`src/hdl/ttsa_pkg.sv`:
```
`timescale 1ns / 1ps
// ----------------------------------------------------------------------------
// Tiled tensor slot address package
// Shared payload types, register indexes, status codes and the helper
// functions for division by the tile size through a reciprocal.
// ----------------------------------------------------------------------------
package ttsa_pkg;

    localparam int COORD_W     = 16;
    localparam int SLOT_W      = 64;
    localparam int NUM_LEAD    = 6;
    localparam int NUM_REGS    = 8;
    localparam int NUM_DIGITS  = NUM_LEAD + 4;
    localparam int REG_IDX_W   = 3;
    localparam int DIV_W       = COORD_W + 1;
    localparam int RECIP_W     = 33;
    localparam int RECIP_SHIFT = 32;

    // Configuration register indexes.
    localparam logic [REG_IDX_W-1:0] REG_DIM_0    = 3'd0;
    localparam logic [REG_IDX_W-1:0] REG_DIM_1    = 3'd1;
    localparam logic [REG_IDX_W-1:0] REG_DIM_2    = 3'd2;
    localparam logic [REG_IDX_W-1:0] REG_DIM_3    = 3'd3;
    localparam logic [REG_IDX_W-1:0] REG_DIM_4    = 3'd4;
    localparam logic [REG_IDX_W-1:0] REG_DIM_5    = 3'd5;
    localparam logic [REG_IDX_W-1:0] REG_DIM_ROWS = 3'd6;
    localparam logic [REG_IDX_W-1:0] REG_DIM_COLS = 3'd7;

    // Digit positions of the mixed-radix fold, outermost first.
    localparam int DIG_ROW_TILE = 6;
    localparam int DIG_COL_TILE = 7;
    localparam int DIG_ROW_IN   = 8;
    localparam int DIG_COL_IN   = 9;

    localparam logic [1:0] STATUS_OK    = 2'd0;
    localparam logic [1:0] STATUS_RANGE = 2'd1;
    localparam logic [1:0] STATUS_OVF   = 2'd2;

    typedef struct packed {
        logic [COORD_W-1:0] coord_0;
        logic [COORD_W-1:0] coord_1;
        logic [COORD_W-1:0] coord_2;
        logic [COORD_W-1:0] coord_3;
        logic [COORD_W-1:0] coord_4;
        logic [COORD_W-1:0] coord_5;
        logic [COORD_W-1:0] row_coord;
        logic [COORD_W-1:0] col_coord;
    } req_t;

    typedef struct packed {
        logic [SLOT_W-1:0] slot;
        logic [1:0]        status;
    } rsp_t;

    typedef logic [NUM_REGS-1:0][COORD_W-1:0]   dims_t;
    typedef logic [NUM_DIGITS-1:0][COORD_W-1:0] digits_t;

    // Register contents as seen by the datapath.
    typedef struct packed {
        dims_t              dims;
        logic [COORD_W-1:0] tiles_rows;
        logic [COORD_W-1:0] tiles_cols;
    } cfg_view_t;

    // Item after the range check and the split into tile and in-tile parts.
    typedef struct packed {
        logic    range_err;
        digits_t digits;
    } work_t;

    // Item inside the fold pipeline.
    typedef struct packed {
        logic              range_err;
        logic              ovf;
        logic [SLOT_W-1:0] acc;
        digits_t           digits;
    } fold_t;

    typedef struct packed {
        logic [DIV_W-1:0] q;
        logic [DIV_W-1:0] r;
    } qr_t;

    // Quotient estimate: at most one below the true quotient.
    function automatic logic [DIV_W-1:0] quot_est(input logic [DIV_W-1:0] v,
                                                   input logic [RECIP_W-1:0] recip);
        logic [DIV_W+RECIP_W-2:0] p;
        p = v * recip;
        return p[DIV_W+RECIP_W-2:RECIP_SHIFT];
    endfunction

    // One compare and subtract brings the estimate to the exact quotient.
    function automatic qr_t div_fix(input logic [DIV_W-1:0] v,
                                    input logic [DIV_W-1:0] q_est,
                                    input logic [DIV_W-1:0] t);
        logic [2*DIV_W-1:0] qt;
        logic [DIV_W-1:0]   r;
        qr_t                res;
        qt = q_est * t;
        r  = v - qt[DIV_W-1:0];
        if (r >= t)
        begin
            res.q = q_est + DIV_W'(1);
            res.r = r - t;
        end
        else
        begin
            res.q = q_est;
            res.r = r;
        end
        return res;
    endfunction

endpackage

```
`src/hdl/ttsa_front.sv`:
```
`timescale 1ns / 1ps
// ----------------------------------------------------------------------------
// Front end
// Two stages: range check with quotient estimates, then the correction that
// splits the row and column coordinates into tile and in-tile digits.
// ----------------------------------------------------------------------------
module ttsa_front
    import ttsa_pkg::*;
#(
    parameter int TILE_SIZE = 32,
    parameter int MAX_RANK  = 8
)
(
    input  logic  clk,
    input  logic  rst_n,
    input  dims_t dims,
    input  logic  in_valid,
    output logic  in_ready,
    input  req_t  in_data,
    output logic  out_valid,
    input  logic  out_ready,
    output work_t out_data
);

    localparam int FIRST = NUM_LEAD - (MAX_RANK - 2);
    localparam logic [RECIP_W-1:0] TILE_RECIP = RECIP_W'((64'd1 << RECIP_SHIFT) / TILE_SIZE);
    localparam logic [DIV_W-1:0]   TILE_D     = DIV_W'(TILE_SIZE);

    typedef struct packed {
        logic                             range_err;
        logic [NUM_REGS-1:0][COORD_W-1:0] coords;
        logic [DIV_W-1:0]                 row_q;
        logic [DIV_W-1:0]                 col_q;
    } stage_a_t;

    logic     a_valid_reg, b_valid_reg;
    stage_a_t a_data_reg, a_next;
    work_t    b_data_reg, b_next;
    logic     b_ready;
    qr_t      row_qr, col_qr;

    always_comb
    begin
        a_next.coords[0] = in_data.coord_0;
        a_next.coords[1] = in_data.coord_1;
        a_next.coords[2] = in_data.coord_2;
        a_next.coords[3] = in_data.coord_3;
        a_next.coords[4] = in_data.coord_4;
        a_next.coords[5] = in_data.coord_5;
        a_next.coords[REG_DIM_ROWS] = in_data.row_coord;
        a_next.coords[REG_DIM_COLS] = in_data.col_coord;
        a_next.range_err = 1'b0;
        for (int i = FIRST; i < NUM_REGS; i++)
        begin
            if (a_next.coords[i] >= dims[i])
            begin
                a_next.range_err = 1'b1;
            end
        end
        a_next.row_q = quot_est(DIV_W'(in_data.row_coord), TILE_RECIP);
        a_next.col_q = quot_est(DIV_W'(in_data.col_coord), TILE_RECIP);
    end

    assign row_qr = div_fix(DIV_W'(a_data_reg.coords[REG_DIM_ROWS]), a_data_reg.row_q, TILE_D);
    assign col_qr = div_fix(DIV_W'(a_data_reg.coords[REG_DIM_COLS]), a_data_reg.col_q, TILE_D);

    always_comb
    begin
        b_next.range_err = a_data_reg.range_err;
        for (int i = 0; i < NUM_LEAD; i++)
        begin
            b_next.digits[i] = a_data_reg.coords[i];
        end
        b_next.digits[DIG_ROW_TILE] = row_qr.q[COORD_W-1:0];
        b_next.digits[DIG_COL_TILE] = col_qr.q[COORD_W-1:0];
        b_next.digits[DIG_ROW_IN]   = row_qr.r[COORD_W-1:0];
        b_next.digits[DIG_COL_IN]   = col_qr.r[COORD_W-1:0];
    end

    assign b_ready   = !b_valid_reg || out_ready;
    assign in_ready  = !a_valid_reg || b_ready;
    assign out_valid = b_valid_reg;
    assign out_data  = b_data_reg;

    always_ff @(posedge clk or negedge rst_n)
    begin
        if (!rst_n)
        begin
            a_valid_reg <= 1'b0;
            b_valid_reg <= 1'b0;
        end
        else
        begin
            if (in_ready)
            begin
                a_valid_reg <= in_valid;
            end
            if (b_ready)
            begin
                b_valid_reg <= a_valid_reg;
            end
        end
    end

    always_ff @(posedge clk)
    begin
        if (in_ready && in_valid)
        begin
            a_data_reg <= a_next;
        end
        if (b_ready && a_valid_reg)
        begin
            b_data_reg <= b_next;
        end
    end

endmodule

```
`config.mk`:
```
export PLATFORM = sky130hd
export DESIGN_NAME = ttsa_front
export DESIGN_NICKNAME = d
export VERILOG_FILES = /design/src/hdl/ttsa_pkg.sv /design/src/hdl/ttsa_front.sv
export SDC_FILE = /design/constraint.sdc
export NUM_CORES = 1
export LEC_CHECK = 0
export BUFFER_PORTS_ARGS = -buffer_cell sky130_fd_sc_hd__buf_2
export CAP_MARGIN = 15
export CORE_AREA = 2 2 163 165
export CTS_CLUSTER_DIAMETER = 120
export CTS_CLUSTER_SIZE = 28
export DETAILED_ROUTE_END_ITERATION = 7
export DIE_AREA = 0 0 165 167
export PLACE_DENSITY = 0.84
export SETUP_SLACK_MARGIN = 0.3
export SLEW_MARGIN = 20
export SYNTH_ARGS = -nofsm -noshare
export SYNTH_HDL_FRONTEND = slang
export SYNTH_SLANG_ARGS = --single-unit
```
`constraint.sdc`:
```
create_clock -name clk -period 3.8 [get_ports clk]
set_clock_uncertainty 0.15 [all_clocks]
set_input_delay 0.38 -clock clk [delete_from_list [all_inputs] [get_ports clk]]
set_output_delay 0.38 -clock clk [all_outputs]
set_load 0.05 [all_outputs]
```
Word level (Yosys, flattened, before mapping) --
Cells that the tools add are included.
Cells by class: $add $sub $neg 6, $mul 0, divide/modulo/power cells 0, magnitude comparators 10, eq/ne operators 0, shifts and indexed selects 0, mux-type cells 3, bitwise logic cells 0, reductions and logical operators 7
Operators with widths (number):
- $ge 16x16->1 | 8
- $mux 28 | 2
- $ge 17x6->1 const B | 2
- $sub 16x16->17 | 2
- $sub 17x6->17 const B | 2
- $add 11x1->12 const B | 2
- $reduce_or 7->1 | 1
- $logic_and 1x1->1 | 2
- $logic_not 1->1 | 2
- $logic_or 1x1->1 | 2
- $mux 1 | 1
Word-level totals: register bits 306, bits in latches 0, RAM bits 0, memory bits (read-only) 0, input port bits 260, output and inout bits 163, word-level logic and storage cells 52, memories kept 0

Logic depth before layout (Yosys ltp) --
Gate-level depths: netlist of run 1.
depth after elaboration 4, gate-level depth with buffers 8, gate-level depth less buffers 8

Least setup slack after synthesis of run 1 --
OpenSTA, ideal clock, no wires.
path kind register -> register, from register b_valid_reg, in the netlist out_valid, to register a_data_reg[100] in the netlist's numbering, enable pin, library setup time 503 ps, arrival time 4155 ps, required time 3147 ps, slack -1008 ps, stages on the path, launching flop included 3, path buffers 0, period minus slack after synthesis 4808 ps, cell sequence dfrtp_1 -> nand3b_1 -> and2_1
On the way: cells in the longest elaborated chain, start to end 4
Ends and longest elaborated chain:
- from (decl) | line ttsa_front.sv:36 | logic a_valid_reg, b_valid_reg;
- from (signal assigned) | line ttsa_front.sv:100 | b_valid_reg <= a_valid_reg;
- $logic_not 1->1 | line ttsa_front.sv:80 | assign b_ready = !b_valid_reg || out_ready;
- $logic_or 1x1->1 | line ttsa_front.sv:80
- $logic_or 1x1->1 | line ttsa_front.sv:81 | assign in_ready = !a_valid_reg || b_ready;
- via in_ready | line ttsa_front.sv:18 | output logic in_ready,
- $logic_and 1x1->1 | line ttsa_front.sv:107 | if (in_ready && in_valid)
- to (signal assigned) | line ttsa_front.sv:109 | a_data_reg <= a_next;
- to (decl) | line ttsa_front.sv:37 | stage_a_t a_data_reg, a_next;
The timed path passes the listed nets, and every way through them passes these cells. A chain may end at the register's enable or synchronous reset.

Final worst setup path of run 1 --
from input port in_data[81] in the netlist's numbering, to register a_data_reg[162] in the netlist's numbering, data pin
On the way: cells in the longest elaborated chain, start to end 2
Ends and longest elaborated chain:
- from (decl) | line ttsa_front.sv:19 | input req_t in_data,
- $ge 16x16->1 | line ttsa_front.sv:55 | if (a_next.coords[i] >= dims[i])
- $reduce_or 7->1 (no line)
No other way between the ends.

==> results of run 1 <==
-- path summary, 6_finish.rpt --
| path | cells past startpoint | to | from | slack, ps |
|---|---|---|---|---|
| hold reg to reg | 0 | out_data[20] | a_data_reg[54] | 260 |
| hold / removal | 3 | out_valid | out_ready | 40 |
| min in group asynchronous | 2 | out_valid | rst_n | 60 |
| setup reg to reg | 3 | a_data_reg[67] | out_valid | 1640 |
| max in group asynchronous | 2 | a_valid_reg | rst_n | 3340 |
| setup / recovery | 9 | a_data_reg[162] | in_data[81] | 790 |
-- layout by cell type, fill, tap and decap left out, types with 13 or more instances in the layout --
| master | instances |
|---|---|
| conb_1 | 32 |
| a21oi_1 | 30 |
| buf_2 | 390 |
| edfxtp_1 | 258 |
| dlygate4sd3_1 | 130 |
| inv_1 | 136 |
| clkbuf_16 | 13 |
| ha_1 | 128 |
| nand2_1 | 24 |
-- per-stage QoR --
step           worst slack, ps  area, sq um  hold slack, ps  power [mW]  instances
6_report                 790.4        15230           43.05       6.255       1611
5_1_grt                  601.4        15230           39.57       6.489       1611
3_5_place_dp             715.4        13560           19.12       4.654       1462
3_3_place_gp             728.9        13560           14.21       4.617       1462
2_1_floorplan            392.8        11350          -65.59       4.254        762
4_1_cts                  703.8        15230           4.293       6.278       1611
-- worst reg2reg max path, delay by kind of cell (launching register included) --
kind | cells | cell delay (ps)
flops | 1 | 410
simple gates | 2 | 720
buf+inv | 1 | 510
-- cell families after synthesis --
family	after synthesis	share of synthesized area, %
AND/OR/NAND/NOR	86	4.257
adder cells (fa/ha/maj)	128	14.26
flip-flops	260	69.45
other	1	0.03340
AO/OA/AOI/OAI	88	5.316
buffers and inverters	168	6.686
-- per-layer routing --
metal | part of all wire (%) | global-route usage [%] | up-vias
li1 | - | - | 3687
met1 | 37 | 25.65 | 3754
met2 | 51 | 42.34 | 415
met3 | 7.8 | 4.882 | 87
met4 | 4.0 | 9.074 | 2
met5 | 0.040 | 0 | -
-- layout make-up --
cell class / count / area [sq um]
fillers: 1911 / 10540
flip-flops and latches: 260 / 7797
repair buffers: 527 / 3331
multi-input cells: 334 / 2801
inverters: 136 / 510.5
well taps: 335 / 419.2
clock buffers: 17 / 340.3
clock inverters: 2 / 28.78
-- power groups by stage --
stage	combinational, mW	clock [mW]	sequential [mW]
after floorplan	0.385	0	3.87
after global placement	1.12	0	3.50
after detailed placement	1.14	0	3.51
after CTS	1.25	1.58	3.44
after global routing	1.35	1.67	3.46
final	1.26	1.55	3.45
==> flow_summary.json, run 1 <==
{
  "clock_latency_ps": 500,
  "utilization_pct": 59.11,
  "grt_overflow": 0,
  "dpl.hpwl_mm": 23.77,
  "wl_mm": 32.64,
  "synth_area_leaders": "edfxtp_1 (69%), ha_1 (14%), inv_1 (4.5%), buf_4 (2.1%), a21oi_1 (1.3%)",
  "outcome": "finished, final reports clean",
  "die_w_um": 165,
  "yosysTopAreaCell": "edfxtp_1",
  "max-vdd-ir-drop_uv": 394.8,
  "hp-class": "in2reg",
  "io_pins": 423,
  "cts_setup_buffers": 0,
  "start_util_pct": 43.58,
  "cts_resized": 0,
  "netlist-cell-type-count": 42,
  "grt_usage_pct": 23.03,
  "synth.avg_cell_area_sq_um": 15.36,
  "die_area_sq_um": 27560,
  "finalSetupTns_ps": 0,
  "synth_edf_count": 258,
  "cpLargestDelayFamily": "compound AO/OA/AOI/OAI gates",
  "p_sw_mw": 1.805,
  "drt_iter0_markers": 538,
  "maxSlewHeadroom_pct": 53.93,
  "syn-instance-count": 731,
  "worst-path-buf-inv": 2,
  "rows": 59,
  "synth_commonest_cells": "edfxtp_1 (258), inv_1 (136), ha_1 (128)",
  "diodes": 0,
  "die_y_um": 167,
  "cts_buffers": 13,
  "setup_viol": 0,
  "cts_sinks": 260,
  "clock_path_buffers": 3,
  "worstPathCellList": "dlygate4sd3_1 -> buf_2 -> ha_1 -> o21ai_0 -> a21oi_1 -> o311ai_0 -> nand4_1 -> a311oi_1 -> nand3_1",
  "maxCapViolCount": 0,
  "async_flop_share_pct": 0.7692,
  "grt_pass1_vias": 8521,
  "dr.pass1.iters": 4,
  "place_congestion": 0.9237,
  "sequentialPowerShare_pct": 55.1,
  "rsz0062_at_grt": "no",
  "pwr-share-comb_pct": 20.2,
  "yosysMostFrequentCell": "edfxtp_1",
  "cp-start-kind": "primary input",
  "grt_max_degree": 62,
  "synth.yosys.seq_area_share_pct": 69.45,
  "clockRootBuffer": "clkbuf_16",
  "crit_arrival_ps": 3060,
  "fin_crit_sh_pct": 79.20,
  "pwr-share-clk_pct": 24.7,
  "grt_pass1_wl_mm": 47.32,
  "hold_viol": 0,
  "antenna_left": 0,
  "slew_viol_final": 0,
  "critical_path.max_fanout": 2,
  "fmax_ghz": 0.3323,
  "tightest_slew_ps": 683.8,
  "end_kind": "flip-flop",
  "yosysWarnings": 0,
  "vias_per_cell": 4.932,
  "cts_tree": "built",
  "fin_crit_ps": 3010,
  "vias": 7945,
  "netlist_area_sq_um": 11230,
  "leakagePower_nw": 6.935,
  "powerDensity_nw_per_um2": 410.7,
  "intPower_mw": 4.450,
  "synth_top_area_share_pct": 69.00,
  "coreArea_sq_um": 25760,
  "portBuffers": 390,
  "clk_pin_slew_worst_paths_ps": 100,
  "num-nets-final": 1660,
  "sw_frac_of_total_pct": 28.85,
  "required_ps": 3850,
  "drcViolationCount": 0,
  "area_growth_pct": 35.63,
  "ys_ff_latch": 260,
  "crit_path_max_incr_delay_ps": 620,
  "cts-hold-fix-buffers": 130,
  "synthFlopType": "edfxtp_1",
  "drt-wirelength-per-cell_um": 20.26,
  "cts_max_level": 1,
  "worst-setup-path-type": "in2reg",
  "antenna_found_initial": 2,
  "slowest_stage": "a311oi_1",
  "drive_gt1_share_pct": 32.76
}
Note: power is estimated with default switching activity, not from simulation.
==> run 2: changes to the inputs <==
Clock period 3.8 ns to 2.7 ns, I/O delays scaled along.
==> run 2 against run 1 <==
Net effect: non-clock buffer count rose by 8; clock power rose by 41%; sequential power rose by 41%; largest power group unchanged; register-to-register slack got worse by 760 ps; first-iteration DRC count rose by 5.6%; final cell count rose by 0.68%; die area did not move; highest routed layer unchanged; sequential share of layout area fell by 0.69 points; hold slack improved by 28 ps; critical path depth fell by 1; count of clock-buffer cells in the layout fell by 1.
==> flow_summary.json, run 2 (synthesis results as in run 1) <==
{
  "die_area_sq_um": 27560,
  "vias": 7906,
  "fin_crit_sh_pct": 85.42,
  "end_kind": "flip-flop",
  "wl_mm": 31.99,
  "max-vdd-ir-drop_uv": 495.7,
  "worst-setup-path-type": "in2reg",
  "grt_pass1_wl_mm": 46.26,
  "place_ws_ps": -382.9,
  "leakagePower_nw": 7.000,
  "r2r_cells": 3,
  "rows": 59,
  "dpl.hpwl_mm": 23.33,
  "hold_viol": 0,
  "cp-start-kind": "primary input",
  "grt_overflow": 0,
  "die_w_um": 165,
  "maxCapViolCount": 0,
  "tightest_slew_ps": 795.2,
  "drive_gt1_share_pct": 34.01,
  "grt_usage_pct": 22.56,
  "required_ps": 2800,
  "mostFrequentLayoutCells": "buf_2 (390), edfxtp_1 (258), inv_1 (136)",
  "start_util_pct": 43.58,
  "antenna_found_initial": 8,
  "slew_viol_final": 0,
  "utilization_pct": 59.92,
  "maxSlewHeadroom_pct": 45.61,
  "clk_pin_slew_worst_paths_ps": 120,
  "final_common_cell": "buf_2",
  "rsz0062_at_grt": "no",
  "coreArea_sq_um": 25760,
  "clock_path_buffers": 3,
  "io_pins": 423,
  "antenna_left": 0,
  "cts_buffers": 13,
  "fillCellCount": 1950,
  "clockRootBuffer": "clkbuf_16",
  "drt_iter0_markers": 568,
  "grt_max_degree": 60,
  "num-nets-final": 1668,
  "cts_tree": "built",
  "area_growth_pct": 37.50,
  "critPathLaunch": "in_data[9]",
  "fmax_ghz": 0.4336,
  "die_y_um": 167,
  "place_area_sq_um": 13630,
  "fin_crit_ps": 2306,
  "drt-wirelength-per-cell_um": 19.72,
  "setup_viol": 0,
  "fin_hold_ws_ps": 70.85,
  "fin_area_sq_um": 15440,
  "hp-class": "in2reg",
  "cts_sinks": 260,
  "layout_setup_ws_ps": 393.6,
  "outcome": "finished, final reports clean",
  "clock_latency_ps": 490,
  "critical_path.max_fanout": 2,
  "drcViolationCount": 0,
  "place_congestion": 0.9317,
  "finalSetupTns_ps": 0,
  "crit_arrival_ps": 2410,
  "grt_pass1_vias": 8550,
  "vias_per_cell": 4.874,
  "reg2reg_from": "out_valid",
  "whs_path_depth": 3,
  "powerDensity_nw_per_um2": 572.5,
  "dr.pass1.iters": 4,
  "min_from": "in_data[48]",
  "portBuffers": 390,
  "cts_max_level": 1
}
-- run 2: layout make-up --
class / count / area [sq um] / share of cell area, %
Antenna cell: 5 / 12.51 / 0.08104
Clock buffer: 16 / 336.6 / 2.180
Clock inverter: 1 / 20.02 / 0.1297
Inverter: 136 / 510.5 / 3.307
Multi-Input combinational cell: 334 / 2903 / 18.80
Sequential cell: 260 / 7799 / 50.51
Tap cell: 335 / 419.2 / 2.715
Timing Repair Buffer: 535 / 3438 / 22.27
-- run 2: where the power goes --
part	internal [mW]	total [mW]	switching [mW]
Clock	0.913	2.19	1.28
Combinational	0.592	1.81	1.21
Sequential	4.77	4.85	0.0730
Total	6.28	8.84	2.56
-- run 2: timing repair --
| action | in CTS | in global routing |
|---|---|---|
| gates resized for setup | 1 | 20 |
| endpoints found under the setup margin | 1 | 1 |
| pin swaps | 0 | 10 |
| hold buffers | 133 | 0 |
| hold endpoints to repair | 132 | 0 |
| buffers inserted | 0 | 1 |
-- run 2: worst paths after layout --
check,end,slack [ps]
setup reg to reg,out_data[89],880
min in group asynchronous,out_valid,490
setup / recovery,a_data_reg[162],390
hold reg to reg,out_data[43],270
hold / removal,a_data_reg[98],70
max in group asynchronous,out_valid,1760
-- run 2: critical path, stage by stage --
cell and delay [ps]:
dlygate4sd3_1 540, buf_2 130, ha_1 290, a21o_1 190, a221o_1 340, a221o_1 340, nor4_2 230, nand3_1 90
-- run 2: layer usage --
layer	wire (um)	GRT usage, %
met1	11480	24.75
met2	16750	41.21
met3	2755	6.027
met4	957	8.393
met5	44	0
-- run 2: through the flow --
stage	power (mW)	cells
floorplan	5.980	762
global placement	6.500	1466
detailed placement	6.548	1466
CTS	8.855	1616
global route	9.172	1619
finish	8.839	1622
==> run 3: changes to the inputs <==
Settings changed: ABC_AREA set to 1, CORE_AREA 2 2 163 165 to unset, CORE_UTILIZATION set to 44, DIE_AREA 0 0 165 167 to unset.
==> run 3 against run 2 <==
Net effect: highest routed layer is now met4; combinational power rose by 17%; routed wire length fell by 2.4%; synthesized cell count up 27%; largest power group unchanged; maximum frequency is 6.4% higher; synthesized area rose by 4.2%; hold slack gained 180 ps; via count grew 7.7%; critical path type unchanged; critical endpoint unchanged; clock power is essentially flat; utilization grew 0.46 points; global-route usage is 0.41 points lower; setup slack better by 140 ps.
==> flow_summary.json, run 3 <==
{
  "die_y_um": 165.1,
  "pwr-share-comb_pct": 22.9,
  "crit_path_max_incr_delay_ps": 560,
  "netlist_area_sq_um": 11700,
  "area_growth_pct": 34.48,
  "cp-start-kind": "primary input",
  "p_sw_mw": 2.824,
  "synth_top_family_by_area": "adder cells",
  "clockRootBuffer": "clkbuf_16",
  "crit_arrival_ps": 2270,
  "synth_top_area_share_pct": 66.21,
  "yosysTopAreaCell": "edfxtp_1",
  "vias": 8515,
  "die_area_sq_um": 27250,
  "synth.yosys.seq_area_share_pct": 66.64,
  "yosysMostFrequentCell": "edfxtp_1",
  "layout_setup_ws_ps": 532.5,
  "hold_viol": 0,
  "worstPathCellList": "dlygate4sd3_1 -> buf_2 -> ha_1 -> nand2_1 -> inv_1 -> nand2_1 -> nand2_1 -> nor2_1 -> nand2_1 -> nor2_1 -> nand2_1 -> nor2_1 -> nand3_1",
  "dpl.hpwl_mm": 22.52,
  "drive_gt1_share_pct": 29.70,
  "utilization_pct": 60.39,
  "synthFlopType": "edfxtp_1",
  "rsz0062_at_grt": "no",
  "grt_usage_pct": 22.15,
  "ys_ff_latch": 260,
  "intPower_mw": 6.400,
  "wl_mm": 31.22,
  "place_congestion": 0.8197,
  "place_area_sq_um": 14040,
  "setup_viol": 0,
  "finalSetupTns_ps": 0,
  "synth.avg_cell_area_sq_um": 12.65,
  "outcome": "finished, final reports clean",
  "netlist-cell-type-count": 26,
  "async_flop_share_pct": 0.7692,
  "met2_length_mm": 16.06,
  "final_common_cell": "buf_2",
  "grt_pass1_vias": 8946,
  "worst-setup-path-type": "in2reg",
  "dr.pass1.iters": 5,
  "critPathLaunch": "in_data[31]",
  "synth_edf_count": 258,
  "grt_max_degree": 130,
  "diodes": 0,
  "place_ws_ps": 522.6,
  "yosysWarnings": 0,
  "clk_pin_slew_worst_paths_ps": 110,
  "hp-class": "reg2reg",
  "end_kind": "flip-flop",
  "rows": 59,
  "yosys.area_share.simple_pct": 9.527,
  "slowest_stage": "dlygate4sd3_1",
  "fin_area_sq_um": 15740,
  "die_w_um": 165.1,
  "powerDensity_nw_per_um2": 586.2,
  "maxUsedRoutingLayer": "met4",
  "met1_length_mm": 11.50,
  "pwr-share-clk_pct": 23.4,
  "syn-instance-count": 925,
  "antenna_found_initial": 0,
  "synthMuxAreaShare_pct": 0,
  "mostFrequentLayoutCells": "buf_2 (390), edfxtp_1 (258), nand2_1 (188)",
  "slew_viol_final": 0,
  "cts_resized": 0,
  "tightest_slew_ps": 745.1,
  "synth_compound_area_share_pct": 1.903,
  "portBuffers": 390,
  "cts_tree": "built",
  "antenna_left": 0,
  "synth_area_leaders": "edfxtp_1 (66%), ha_1 (14%), nand2_1 (6.1%), inv_1 (6.0%), buf_4 (2.1%)",
  "cts_sinks": 260,
  "maxCapViolCount": 0,
  "synth_adder_area_share_pct": 13.69,
  "sequentialPowerShare_pct": 53.8,
  "drcViolationCount": 0,
  "drt_iter0_markers": 618,
  "synth_commonest_cells": "edfxtp_1 (258), nand2_1 (189), inv_1 (186)",
  "rrSetupSlack_ps": 760,
  "cts_max_level": 1,
  "start_util_pct": 44.90,
  "coreArea_sq_um": 26060,
  "critical_path.max_fanout": 2,
  "sw_frac_of_total_pct": 30.61,
  "leakagePower_nw": 7.603,
  "grt_pass1_wl_mm": 45.19,
  "cpLargestDelayFamily": "simple AND/OR/NAND/NOR gates",
  "min_from": "a_data_reg[116]",
  "fmax_ghz": 0.4614,
  "num-nets-final": 1853,
  "crit_top_cell": "nand2_1",
  "wl_met3_mm": 2.339,
  "required_ps": 2800,
  "clock_latency_ps": 490,
  "vias_per_cell": 4.723,
  "clock_path_buffers": 3,
  "fin_crit_ps": 2167,
  "cts_buffers": 13,
  "grt_overflow": 0,
  "io_pins": 423,
  "worst-path-buf-inv": 3,
  "reg2reg_from": "out_valid",
  "max-vdd-ir-drop_uv": 486.7,
  "synth_xor_area_share_pct": 0,
  "fin_crit_sh_pct": 80.28,
  "maxSlewHeadroom_pct": 50.33,
  "drt-wirelength-per-cell_um": 17.31
}
run 3: changes by cell type in the layout (fill, tap and decap cells not counted), moves of 5 or more:
cell	before	now
a21o_1	6	1
buf_4	7	0
diode_2	5	0
inv_1	136	185
inv_2	0	5
nand2_1	24	188
nand2_2	0	13
nand2b_1	7	0
nand4_1	12	2
nor2_1	8	41
o21ai_0	11	3
o21bai_1	0	5
o22ai_1	7	0
run 3: cells by family after synthesis:
group / after synthesis
simple gates: 271
flops: 260
buf+inv: 224
fa+ha+maj: 128
compound gates: 41
other cells: 1
run 3: power by group through the flow:
stage	logic (mW)	clock network [mW]	registers [mW]
after global placement	1.88	0	5.03
final	2.11	2.16	4.96
after CTS	2.10	2.20	4.96
after detailed placement	1.93	0	5.05
after floorplan	0.653	0	5.72
after global routing	2.27	2.32	4.99
run 3: timing repair:
action                     in CTS  in global routing
hold buffers                  133                  0
buffers inserted                0                  0
setup endpoints to repair       0                  0
hold endpoints to repair      132                  0
run 3: per-layer routing:
layer  vias to the layer above  track usage (%)
met5                         -                0
met4                         0            9.842
met3                        89            4.096
met2                       404            41.14
met1                      3956            24.41
li1                       4066                -
run 3: metrics by stage:
step                power, mW  hold slack, ps  instances
floorplan               6.373          -175.6        956
CTS                     9.254           249.6       1803
detailed placement      6.984          -90.80       1652
finish                  9.224           247.4       1803
global route            9.579           241.6       1803
global placement        6.910          -94.45       1652
run 3: worst reg2reg max path, stage by stage, from the launching register on:
cell and delay, ps:
dfrtp_2 480, nand3_4 130, nand2_4 80, clkinvlp_4 80, buf_12 530
run 3: area by class of cell:
type                    instances  area, sq um
repair buffers                526         3343
inverters                     192        724.4
fillers                      1917        10320
flip-flops and latches        260         7799
well taps                     335        419.2
multi-input cells             472         3090
clock inverters                 1        20.02
clock buffers                  17        340.3
run 3: path summary, 6_finish.rpt:
path                       depth (start not counted)         endpoint
max in group asynchronous                          3        out_valid
hold / removal                                     0     out_data[82]
min in group asynchronous                          3        out_valid
setup / recovery                                  13  a_data_reg[162]
setup reg to reg                                   4  a_data_reg[123]
hold reg to reg                                    0     out_data[82]
